==> config.mk <==
export PLATFORM = sky130hd
export DESIGN_NAME = rotary_encoder_range_counter_unit
export DESIGN_NICKNAME = d
export VERILOG_FILES = /design/src/rtl/rerc_pkg.sv /design/src/rtl/rerc_ctrl.sv /design/src/rtl/rerc_datapath.sv /design/src/rtl/rotary_encoder_range_counter_unit.sv
export SDC_FILE = /design/constraint.sdc
export NUM_CORES = 1
export LEC_CHECK = 0
export ABC_AREA = 0
export BUFFER_PORTS_ARGS = -buffer_cell sky130_fd_sc_hd__buf_2
export CAP_MARGIN = 20
export CORE_MARGIN = 2
export CORE_UTILIZATION = 45
export CTS_BUF_LIST = sky130_fd_sc_hd__clkbuf_8
export DETAILED_ROUTE_END_ITERATION = 10
export SLEW_MARGIN = 20
export SYNTH_ARGS = -nofsm -noshare
export SYNTH_HDL_FRONTEND = slang
export SYNTH_SLANG_ARGS = --single-unit
==> constraint.sdc <==
create_clock -name clk -period 9 [get_ports clk]
set_input_delay 0.9 -clock clk [delete_from_list [all_inputs] [get_ports clk]]
set_output_delay 0.9 -clock clk [all_outputs]
set_load 0.01 [all_outputs]
==> src/rtl/rerc_pkg.sv <==
// Shared types, codes and constants for the rotary encoder range counter.
package rerc_pkg;

	localparam int RERC_VALUE_WIDTH = 16;
	localparam int RERC_MAX_STEPS   = 16;
	localparam int CMD_WIDTH        = 2;
	localparam int REG_IDX_WIDTH    = 3;
	localparam int ACC_WIDTH        = 8;
	localparam int WRAP_WIDTH       = 4;

	localparam logic signed [ACC_WIDTH-1:0] ACC_MIN = 8'sh80;
	localparam logic signed [ACC_WIDTH-1:0] ACC_MAX = 8'sh7f;
	localparam logic signed [ACC_WIDTH-1:0] ACC_ONE = 8'sd1;

	typedef enum logic [CMD_WIDTH-1:0] {
		CMD_SAMPLE = 2'd0,
		CMD_TICK   = 2'd1,
		CMD_SET    = 2'd2,
		CMD_READ   = 2'd3
	} cmd_t;

	typedef enum logic [REG_IDX_WIDTH-1:0] {
		REG_RANGE_MIN     = 3'd0,
		REG_RANGE_MAX     = 3'd1,
		REG_STEP_SIZE     = 3'd2,
		REG_WRAP_MODE     = 3'd3,
		REG_HIGH_IS_CLOSE = 3'd4,
		REG_TICK_ENABLE   = 3'd5
	} reg_idx_t;

	typedef struct packed {
		logic cap;
		logic exec;
		logic add;
		logic chk;
		logic mod_step;
		logic mod_fin;
		logic load_out;
	} rerc_ctl_t;

	typedef struct packed {
		logic tick_go;
		logic mod_start;
		logic mod_last;
		logic out_free;
	} rerc_sts_t;

endpackage

==> src/rtl/rerc_ctrl.sv <==
// Controller state machine that sequences one item through the datapath.
module rerc_ctrl (
	input  logic                clk,
	input  logic                arst_n,
	input  logic                in_valid,
	output logic                in_ready,
	input  rerc_pkg::rerc_sts_t sts,
	output rerc_pkg::rerc_ctl_t ctl
);
	import rerc_pkg::*;

	typedef enum logic [6:0] {
		ST_IDLE  = 7'b0000001,
		ST_EXEC  = 7'b0000010,
		ST_ADD   = 7'b0000100,
		ST_CHK   = 7'b0001000,
		ST_MOD   = 7'b0010000,
		ST_FIN   = 7'b0100000,
		ST_WRITE = 7'b1000000
	} state_t;

	state_t state_q;
	state_t state_d;

	always_ff @(posedge clk or negedge arst_n) begin
		if (!arst_n) begin
			state_q <= ST_IDLE;
		end else begin
			state_q <= state_d;
		end
	end

	always_comb begin
		state_d = state_q;
		ctl     = '0;
		case (state_q)
			ST_IDLE: begin
				if (in_valid) begin
					ctl.cap = 1'b1;
					state_d = ST_EXEC;
				end
			end
			ST_EXEC: begin
				ctl.exec = 1'b1;
				state_d  = sts.tick_go ? ST_ADD : ST_WRITE;
			end
			ST_ADD: begin
				ctl.add = 1'b1;
				state_d = ST_CHK;
			end
			ST_CHK: begin
				ctl.chk = 1'b1;
				state_d = sts.mod_start ? ST_MOD : ST_WRITE;
			end
			ST_MOD: begin
				ctl.mod_step = 1'b1;
				state_d      = sts.mod_last ? ST_FIN : ST_MOD;
			end
			ST_FIN: begin
				ctl.mod_fin = 1'b1;
				state_d     = ST_WRITE;
			end
			ST_WRITE: begin
				if (sts.out_free) begin
					ctl.load_out = 1'b1;
					state_d      = ST_IDLE;
				end
			end
			default: begin
				state_d = ST_IDLE;
			end
		endcase
	end

	assign in_ready = (state_q == ST_IDLE);

endmodule

==> src/rtl/rerc_datapath.sv <==
// Datapath: configuration, decoder state, step arithmetic, range wrap and result register.
module rerc_datapath #(
	parameter int VALUE_WIDTH = rerc_pkg::RERC_VALUE_WIDTH,
	parameter int MAX_STEPS   = rerc_pkg::RERC_MAX_STEPS
) (
	input  logic                                  clk,
	input  logic                                  arst_n,
	input  logic                                  cfg_write_en,
	input  logic [rerc_pkg::REG_IDX_WIDTH-1:0]    cfg_index,
	input  logic [VALUE_WIDTH-1:0]                cfg_data,
	input  logic [rerc_pkg::CMD_WIDTH-1:0]        command,
	input  logic                                  clock_contact,
	input  logic                                  direction_contact,
	input  logic signed [VALUE_WIDTH-1:0]         new_value,
	output logic                                  out_valid,
	input  logic                                  out_ready,
	output logic signed [VALUE_WIDTH-1:0]         current_value,
	output logic                                  pending_change,
	output logic                                  value_moved,
	input  rerc_pkg::rerc_ctl_t                   ctl,
	output rerc_pkg::rerc_sts_t                   sts
);
	import rerc_pkg::*;

	localparam int SW = VALUE_WIDTH + 9;
	localparam int PW = VALUE_WIDTH + ACC_WIDTH;
	localparam int CW = $clog2(SW);
	localparam logic signed [ACC_WIDTH-1:0] MS = ACC_WIDTH'(MAX_STEPS);

	logic signed [VALUE_WIDTH-1:0] range_min_q;
	logic signed [VALUE_WIDTH-1:0] range_max_q;
	logic signed [VALUE_WIDTH-1:0] step_size_q;
	logic [WRAP_WIDTH-1:0]         wrap_mode_q;
	logic                          high_is_close_q;
	logic                          tick_enable_q;

	cmd_t                          cmd_q;
	logic                          clk_in_q;
	logic                          dir_in_q;
	logic signed [VALUE_WIDTH-1:0] new_q;

	logic                          last_closed_q;
	logic                          dir_close_q;
	logic signed [ACC_WIDTH-1:0]   acc_q;
	logic signed [VALUE_WIDTH-1:0] held_q;
	logic                          pending_q;
	logic                          moved_q;

	logic signed [PW-1:0]          prod_q;
	logic signed [SW-1:0]          sum_q;
	logic [SW-1:0]                 dvd_q;
	logic [VALUE_WIDTH-1:0]        rem_q;
	logic [CW-1:0]                 bit_cnt_q;
	logic                          below_q;

	logic                          out_valid_q;
	logic signed [VALUE_WIDTH-1:0] out_value_q;
	logic                          out_pending_q;
	logic                          out_moved_q;

	logic signed [VALUE_WIDTH-1:0] lo;
	logic signed [VALUE_WIDTH-1:0] hi;
	logic [VALUE_WIDTH:0]          span;
	logic                          clk_lvl;
	logic                          dir_lvl;
	logic                          tick_go;
	logic signed [VALUE_WIDTH-1:0] set_val;
	logic                          over;
	logic                          under;
	logic signed [SW-1:0]          ex_over;
	logic signed [SW-1:0]          ex_under;
	logic [VALUE_WIDTH:0]          trial;
	logic [VALUE_WIDTH-1:0]        rem_d;

	assign lo   = (range_min_q < range_max_q) ? range_min_q : range_max_q;
	assign hi   = (range_min_q < range_max_q) ? range_max_q : range_min_q;
	assign span = {hi[VALUE_WIDTH-1], hi} - {lo[VALUE_WIDTH-1], lo} + (VALUE_WIDTH+1)'(1);

	assign clk_lvl = clk_in_q ^ ~high_is_close_q;
	assign dir_lvl = dir_in_q ^ ~high_is_close_q;

	assign tick_go = (cmd_q == CMD_TICK) && (acc_q != '0) && tick_enable_q
		&& (acc_q < MS) && (acc_q > -MS);

	assign set_val = (new_q < lo) ? lo : ((new_q > hi) ? hi : new_q);

	assign over     = sum_q > SW'(hi);
	assign under    = sum_q < SW'(lo);
	assign ex_over  = sum_q - SW'(hi) - SW'(1);
	assign ex_under = SW'(lo) - sum_q - SW'(1);

	assign trial = {rem_q, dvd_q[SW-1]};
	assign rem_d = (trial >= span) ? VALUE_WIDTH'(trial - span) : trial[VALUE_WIDTH-1:0];

	always_ff @(posedge clk or negedge arst_n) begin
		if (!arst_n) begin
			range_min_q     <= VALUE_WIDTH'(10);
			range_max_q     <= VALUE_WIDTH'(20);
			step_size_q     <= VALUE_WIDTH'(1);
			wrap_mode_q     <= '0;
			high_is_close_q <= 1'b1;
			tick_enable_q   <= 1'b1;
		end else if (cfg_write_en) begin
			case (reg_idx_t'(cfg_index))
				REG_RANGE_MIN:     range_min_q     <= cfg_data;
				REG_RANGE_MAX:     range_max_q     <= cfg_data;
				REG_STEP_SIZE:     step_size_q     <= cfg_data;
				REG_WRAP_MODE:     wrap_mode_q     <= cfg_data[WRAP_WIDTH-1:0];
				REG_HIGH_IS_CLOSE: high_is_close_q <= cfg_data[0];
				REG_TICK_ENABLE:   tick_enable_q   <= cfg_data[0];
				default: ;
			endcase
		end
	end

	always_ff @(posedge clk) begin
		if (ctl.cap) begin
			cmd_q    <= cmd_t'(command);
			clk_in_q <= clock_contact;
			dir_in_q <= direction_contact;
			new_q    <= new_value;
		end
		if (ctl.exec) begin
			prod_q <= PW'(acc_q) * PW'(step_size_q);
		end
		if (ctl.add) begin
			sum_q <= SW'(held_q) + SW'(prod_q);
		end
		if (ctl.chk) begin
			below_q   <= !over;
			dvd_q     <= over ? ex_over : ex_under;
			rem_q     <= '0;
			bit_cnt_q <= CW'(SW - 1);
		end
		if (ctl.mod_step) begin
			rem_q     <= rem_d;
			dvd_q     <= dvd_q << 1;
			bit_cnt_q <= bit_cnt_q - CW'(1);
		end
		if (ctl.load_out) begin
			out_value_q   <= held_q;
			out_pending_q <= pending_q;
			out_moved_q   <= moved_q;
		end
	end

	always_ff @(posedge clk or negedge arst_n) begin
		if (!arst_n) begin
			last_closed_q <= 1'b0;
			dir_close_q   <= 1'b0;
			acc_q         <= '0;
			held_q        <= VALUE_WIDTH'(10);
			pending_q     <= 1'b0;
			moved_q       <= 1'b0;
		end else begin
			if (ctl.exec) begin
				moved_q <= 1'b0;
				case (cmd_q)
					CMD_SAMPLE: begin
						if (!last_closed_q && clk_lvl) begin
							last_closed_q <= 1'b1;
							dir_close_q   <= dir_lvl;
						end else if (last_closed_q && !clk_lvl) begin
							if (dir_close_q && !dir_lvl) begin
								if (acc_q != ACC_MIN) begin
									acc_q <= acc_q - ACC_ONE;
								end
							end else if (!dir_close_q && dir_lvl) begin
								if (acc_q != ACC_MAX) begin
									acc_q <= acc_q + ACC_ONE;
								end
							end
							last_closed_q <= 1'b0;
							dir_close_q   <= dir_lvl;
						end
					end
					CMD_TICK: begin
						acc_q <= '0;
						if (tick_go) begin
							pending_q <= 1'b1;
							moved_q   <= 1'b1;
						end
					end
					CMD_SET: begin
						held_q    <= set_val;
						pending_q <= 1'b0;
						acc_q     <= '0;
					end
					CMD_READ: begin
						pending_q <= 1'b0;
					end
					default: ;
				endcase
			end
			if (ctl.chk) begin
				if (over) begin
					if (!wrap_mode_q[0]) begin
						held_q <= hi;
					end else if (wrap_mode_q[1]) begin
						held_q <= lo;
					end
				end else if (under) begin
					if (!wrap_mode_q[2]) begin
						held_q <= lo;
					end else if (wrap_mode_q[3]) begin
						held_q <= hi;
					end
				end else begin
					held_q <= sum_q[VALUE_WIDTH-1:0];
				end
			end
			if (ctl.mod_fin) begin
				held_q <= below_q ? (hi - rem_q) : (lo + rem_q);
			end
		end
	end

	always_ff @(posedge clk or negedge arst_n) begin
		if (!arst_n) begin
			out_valid_q <= 1'b0;
		end else if (ctl.load_out) begin
			out_valid_q <= 1'b1;
		end else if (out_ready) begin
			out_valid_q <= 1'b0;
		end
	end

	assign sts.tick_go   = tick_go;
	assign sts.mod_start = (over && wrap_mode_q[0] && !wrap_mode_q[1])
		|| (!over && under && wrap_mode_q[2] && !wrap_mode_q[3]);
	assign sts.mod_last  = (bit_cnt_q == '0);
	assign sts.out_free  = !out_valid_q || out_ready;

	assign out_valid      = out_valid_q;
	assign current_value  = out_value_q;
	assign pending_change = out_pending_q;
	assign value_moved    = out_moved_q;

endmodule

==> src/rtl/rotary_encoder_range_counter_unit.sv <==
// Top level of the rotary encoder range counter: controller, datapath and checks.
// Usage:
// The input channel (in_valid/in_ready) carries one item per transfer: a command
// with the two raw contact levels and a value to load. Every item yields exactly
// one result on the output channel (out_valid/out_ready): the held value, the
// pending-change flag and whether this tick moved the value.
// The block works on one item at a time. A contact sample, set or read, or a tick
// that applies nothing, goes from its execute step straight to the result step, and the next
// transfer can be taken in the cycle its result is first offered. A tick that
// applies steps also passes a multiply, an add and a range check, and when it wraps
// the excess around a bound it runs through a one-bit-per-cycle remainder unit
// against the range span.
// The result sits in an output register, so the receiver may stall freely; the
// block waits in its final step until that register is free, then takes the next
// transfer. Configuration registers are written through cfg_write_en, cfg_index
// and cfg_data and take effect at once; the held value is not re-clamped.
// Reset restores the range 10 to 20, step size one, clip at both ends, high
// level as closed, ticks enabled, and clears the decoder, step count and flag
// with the held value at 10.
module rotary_encoder_range_counter_unit #(
	parameter int VALUE_WIDTH = rerc_pkg::RERC_VALUE_WIDTH,
	parameter int MAX_STEPS   = rerc_pkg::RERC_MAX_STEPS
) (
	input  logic                               clk,
	input  logic                               arst_n,
	input  logic                               cfg_write_en,
	input  logic [rerc_pkg::REG_IDX_WIDTH-1:0] cfg_index,
	input  logic [VALUE_WIDTH-1:0]             cfg_data,
	input  logic                               in_valid,
	output logic                               in_ready,
	input  logic [rerc_pkg::CMD_WIDTH-1:0]     command,
	input  logic                               clock_contact,
	input  logic                               direction_contact,
	input  logic signed [VALUE_WIDTH-1:0]      new_value,
	output logic                               out_valid,
	input  logic                               out_ready,
	output logic signed [VALUE_WIDTH-1:0]      current_value,
	output logic                               pending_change,
	output logic                               value_moved
);
	import rerc_pkg::*;

	rerc_ctl_t ctl;
	rerc_sts_t sts;

	rerc_ctrl u_ctrl (
		.clk      (clk),
		.arst_n   (arst_n),
		.in_valid (in_valid),
		.in_ready (in_ready),
		.sts      (sts),
		.ctl      (ctl)
	);

	rerc_datapath #(
		.VALUE_WIDTH (VALUE_WIDTH),
		.MAX_STEPS   (MAX_STEPS)
	) u_datapath (
		.clk               (clk),
		.arst_n            (arst_n),
		.cfg_write_en      (cfg_write_en),
		.cfg_index         (cfg_index),
		.cfg_data          (cfg_data),
		.command           (command),
		.clock_contact     (clock_contact),
		.direction_contact (direction_contact),
		.new_value         (new_value),
		.out_valid         (out_valid),
		.out_ready         (out_ready),
		.current_value     (current_value),
		.pending_change    (pending_change),
		.value_moved       (value_moved),
		.ctl               (ctl),
		.sts               (sts)
	);

	a_one_item_at_a_time: assert property (@(posedge clk) disable iff (!arst_n)
		in_valid && in_ready |=> !in_ready)
		else $error("A second transfer was taken while an item was in progress.");

	a_moved_sets_pending: assert property (@(posedge clk) disable iff (!arst_n)
		out_valid && value_moved |-> pending_change)
		else $error("A tick moved the value without raising the pending flag.");

	a_single_command: assert property (@(posedge clk) disable iff (!arst_n)
		$onehot0({ctl.cap, ctl.exec, ctl.add, ctl.chk, ctl.mod_step, ctl.mod_fin,
			ctl.load_out}))
		else $error("The controller issued more than one datapath command.");

	a_load_needs_room: assert property (@(posedge clk) disable iff (!arst_n)
		ctl.load_out |-> !out_valid || out_ready)
		else $error("A result was loaded over one that was not yet taken.");

endmodule
==> impl_metrics.toml <==
[logic_synthesis]
synth_area_leaders = "edfxtp_1 (17%), ha_1 (14%), fa_1 (9.6%)"
yosys_warnings = 0
ys_ff_latch = 224
synth_top_cell_area_share_pct = 17.18
yosysMostFrequentCell = "inv_1"
synth_top_area_cell = "edfxtp_1"
synthFlopType = "edfxtp_1"
synthTopCellsByCount = "inv_1 (286), ha_1 (258), nand2_1 (202)"
netlist_instances = 2590
synth_edf_count = 133
syn_area_um2 = 23250
avgSynthCellArea_um2 = 8.977
syn_nets = 3003
synth_seq_area_share_pct = 27.00
synth_async_sr_flop_share_pct = 40.18
synth_cell_types = 100

[cts]
clk_path_buf_depth = 3
clkLatencyLatePin_ns = 0.63
root_buffer = "clkbuf_8"
postCtsSetupBuffers = 0
path_clk_slew_ns = 0.06
numCtsBuffers = 44
cts.sinks = 224
h-tree-depth = 2
cts_hold_buf = 0
cts_tree = "yes"
cts_resized = 0

[critical_path]
critical_path_required_ns = 9.34
startpoint = "u_datapath.range_max_q[5]$_DFFE_PN0P_"
endpoint_kind = "register"
critPathMaxFanout = 18
worstSetupPathType = "reg2reg"
regToRegSetupSlack_ns = 1.06
crit_top_cell = "a21oi_1"
cp.arrival_ns = 8.28
reg2reg_from = "u_datapath.range_max_q[5]$_DFFE_PN0P_"
cp_slowest_cell = "o21ai_0"
critPathMaxStageDelay_ns = 0.50
critPathLaunchType = "register"

[sta]
slew_violations = 0
slew-limit-headroom_pct = 26.87
finalWorstSetupSlack_ns = 1.056
setup_violations = 0
period_share_pct = 88.26
grt_setup_unrepaired = "no"
fin_worst_skew_ns = 0.03086
max_freq_ghz = 0.1259
finalSetupTns_ns = 0
worst_pin_slew_ns = 1.097
finalHoldViolCount = 0
min_period_ns = 7.944

[grt]
grt_pass1_vias = 19100
grt_use_total_pct = 29.57
grt_max_degree = 76
grt_pass1_wl_um = 118300
gr-total-overflow = 0
antenna_found_initial = 0

[pwr]
p_leak_uw = 0.01154
clock_power_share_pct = 10.6
seqPwrFrac_pct = 16.2
comb_power_share_pct = 73.1
netSwitchingPower_uw = 5554
peakVddDrop_uv = 294.5
powerDensity_nw_per_um2 = 415.1
p_int_uw = 4972
p_sw_share_pct = 52.76

[floorplanning]
io_pins = 64
die-height_um = 231.3
die_w_um = 231.3
initial_core_util_pct = 45.41
core_area_um2 = 51200
num_rows = 83
die_area_um2 = 53500

[detailed_routing]
routed_wl_um = 79620
drt-pass1-iter-count = 8
routedWlPerCell_um = 23.61
ant_nets = 0
drtIter0Drc = 2127
drc_errors = 0
vias = 19910
vias_per_cell = 5.902

[layout]
layout.nets = 3072
fin_util_pct = 49.53
drive_above_1_share_pct = 10.40
syn2layout_area_growth_pct = 9.073

[run_status]
outcome = "finished clean"

[placement]
io_buffers = 63
preCtsSetupSlack_ns = 1.242
routabilityCongestion = 0.9798
place_hpwl_um = 62340

[run]
max_cap_violations = 0

[worst_hold_path]
hp-class = "in2async"
-- flip-flops by register name, indices dropped and copies added, names as in the netlist, 2 cells and up --
name	cells
u_datapath.dvd_q	25
u_datapath.sum_q	25
u_datapath.prod_q	24
u_datapath.current_value	16
u_datapath.held_q	16
u_datapath.new_q	16
u_datapath.range_max_q	16
u_datapath.range_min_q	16
u_datapath.rem_q	16
u_datapath.step_size_q	16
u_datapath.acc_q	8
u_ctrl.state_q	7
u_datapath.bit_cnt_q	5
u_datapath.wrap_mode_q	4
u_datapath.cmd_q	2
-- placed cells by master (no fill, tap or decap), types with 12 or more instances in the layout --
cell	instances
fa_1	111
nor2_1	184
buf_2	62
nand3_1	45
nor2b_1	29
a21o_1	67
and2_1	90
clkbuf_8	44
dfrtp_1	80
ha_1	258
inv_1	292
mux2i_1	30
o21ai_0	153
nand2_1	201
a31oi_1	25
or3_1	12
and3_1	17
o21bai_1	19
mux2_2	41
o211ai_1	27
o31ai_1	12
o22ai_1	16
o21a_1	21
nand2b_1	40
nor3_1	39
a21oi_1	159
edfxtp_1	133
xor2_1	41
nand4_1	26
xnor2_1	99
a21boi_0	13
nor4_1	12
o21ai_1	17
buf_4	44
-- path summary, 6_finish.rpt --
path                       cells past startpoint                                     end
hold / removal                                 1    u_datapath.last_closed_q$_DFFE_PN0P_
setup reg to reg                              34       u_datapath.rem_q[9]$_SDFFCE_PN0P_
hold reg to reg                                0     u_datapath.pending_change$_DFFE_PP_
min in group clk                               0     u_datapath.pending_change$_DFFE_PP_
setup / recovery                              34       u_datapath.rem_q[9]$_SDFFCE_PN0P_
max in group asynchronous                      2  u_datapath.range_max_q[10]$_DFFE_PN0P_
-- metal layers --
layer,track usage [%],vias to the layer above,wire (um)
li1,-,9263,-
met1,41.20,9657,35380
met2,43.52,842,33660
met3,8.169,146,7590
met4,11.13,0,2985
met5,0,-,0
-- power by group through the flow --
stage	registers [uW]	clock network, uW	logic, uW
5_1_grt	1720	1190	8370
6_report	1710	1120	7700
3_5_place_dp	1720	0	7470
4_1_cts	1700	1140	7530
3_3_place_gp	1720	0	7450
2_1_floorplan	1510	0	5450
-- cell families after synthesis --
family / count (synthesis) / share of synthesized area (%)
simple gates: 746 / 15.82
compound gates: 660 / 18.58
fa+ha+maj: 374 / 23.66
buf+inv: 373 / 6.291
flops: 224 / 27.00
xor+xnor: 140 / 5.274
mux: 73 / 3.369
-- worst max-delay path, delay by kind of cell, from the launching register on --
kind                       cells  cell delay (ns)
AOI/OAI and AO/OA             19             3.93
xor gates and xnor gates       1             0.16
adders and majority gates      3             1.11
buffers and inverters          3             0.48
DFF                            1             0.46
muxes                          1             0.30
and+or+nand+nor                7             1.19
-- metrics by stage --
step	cell area (um^2)	cells	hold WS [ns]	power, uW
finish	25360	3373	0.1529	10530
global route	25360	3372	0.1483	11280
CTS	25340	3372	0.1291	10370
detailed placement	24410	3293	0.4445	9195
global placement	24410	3293	0.4316	9165
floorplan	23250	2590	0.4256	6962
-- area by class of cell --
| cell class | count | area (um^2) |
|---|---|---|
| repair buffers | 107 | 651.9 |
| clock inverters | 35 | 317.8 |
| inverters | 289 | 1085 |
| fillers | 4879 | 25840 |
| well taps | 680 | 850.8 |
| multi-input cells | 1993 | 15570 |
| clock buffers | 44 | 605.6 |
| diodes | 1 | 2.502 |
| flip-flops and latches | 224 | 6279 |
Power figures use the tool's default switching activity.
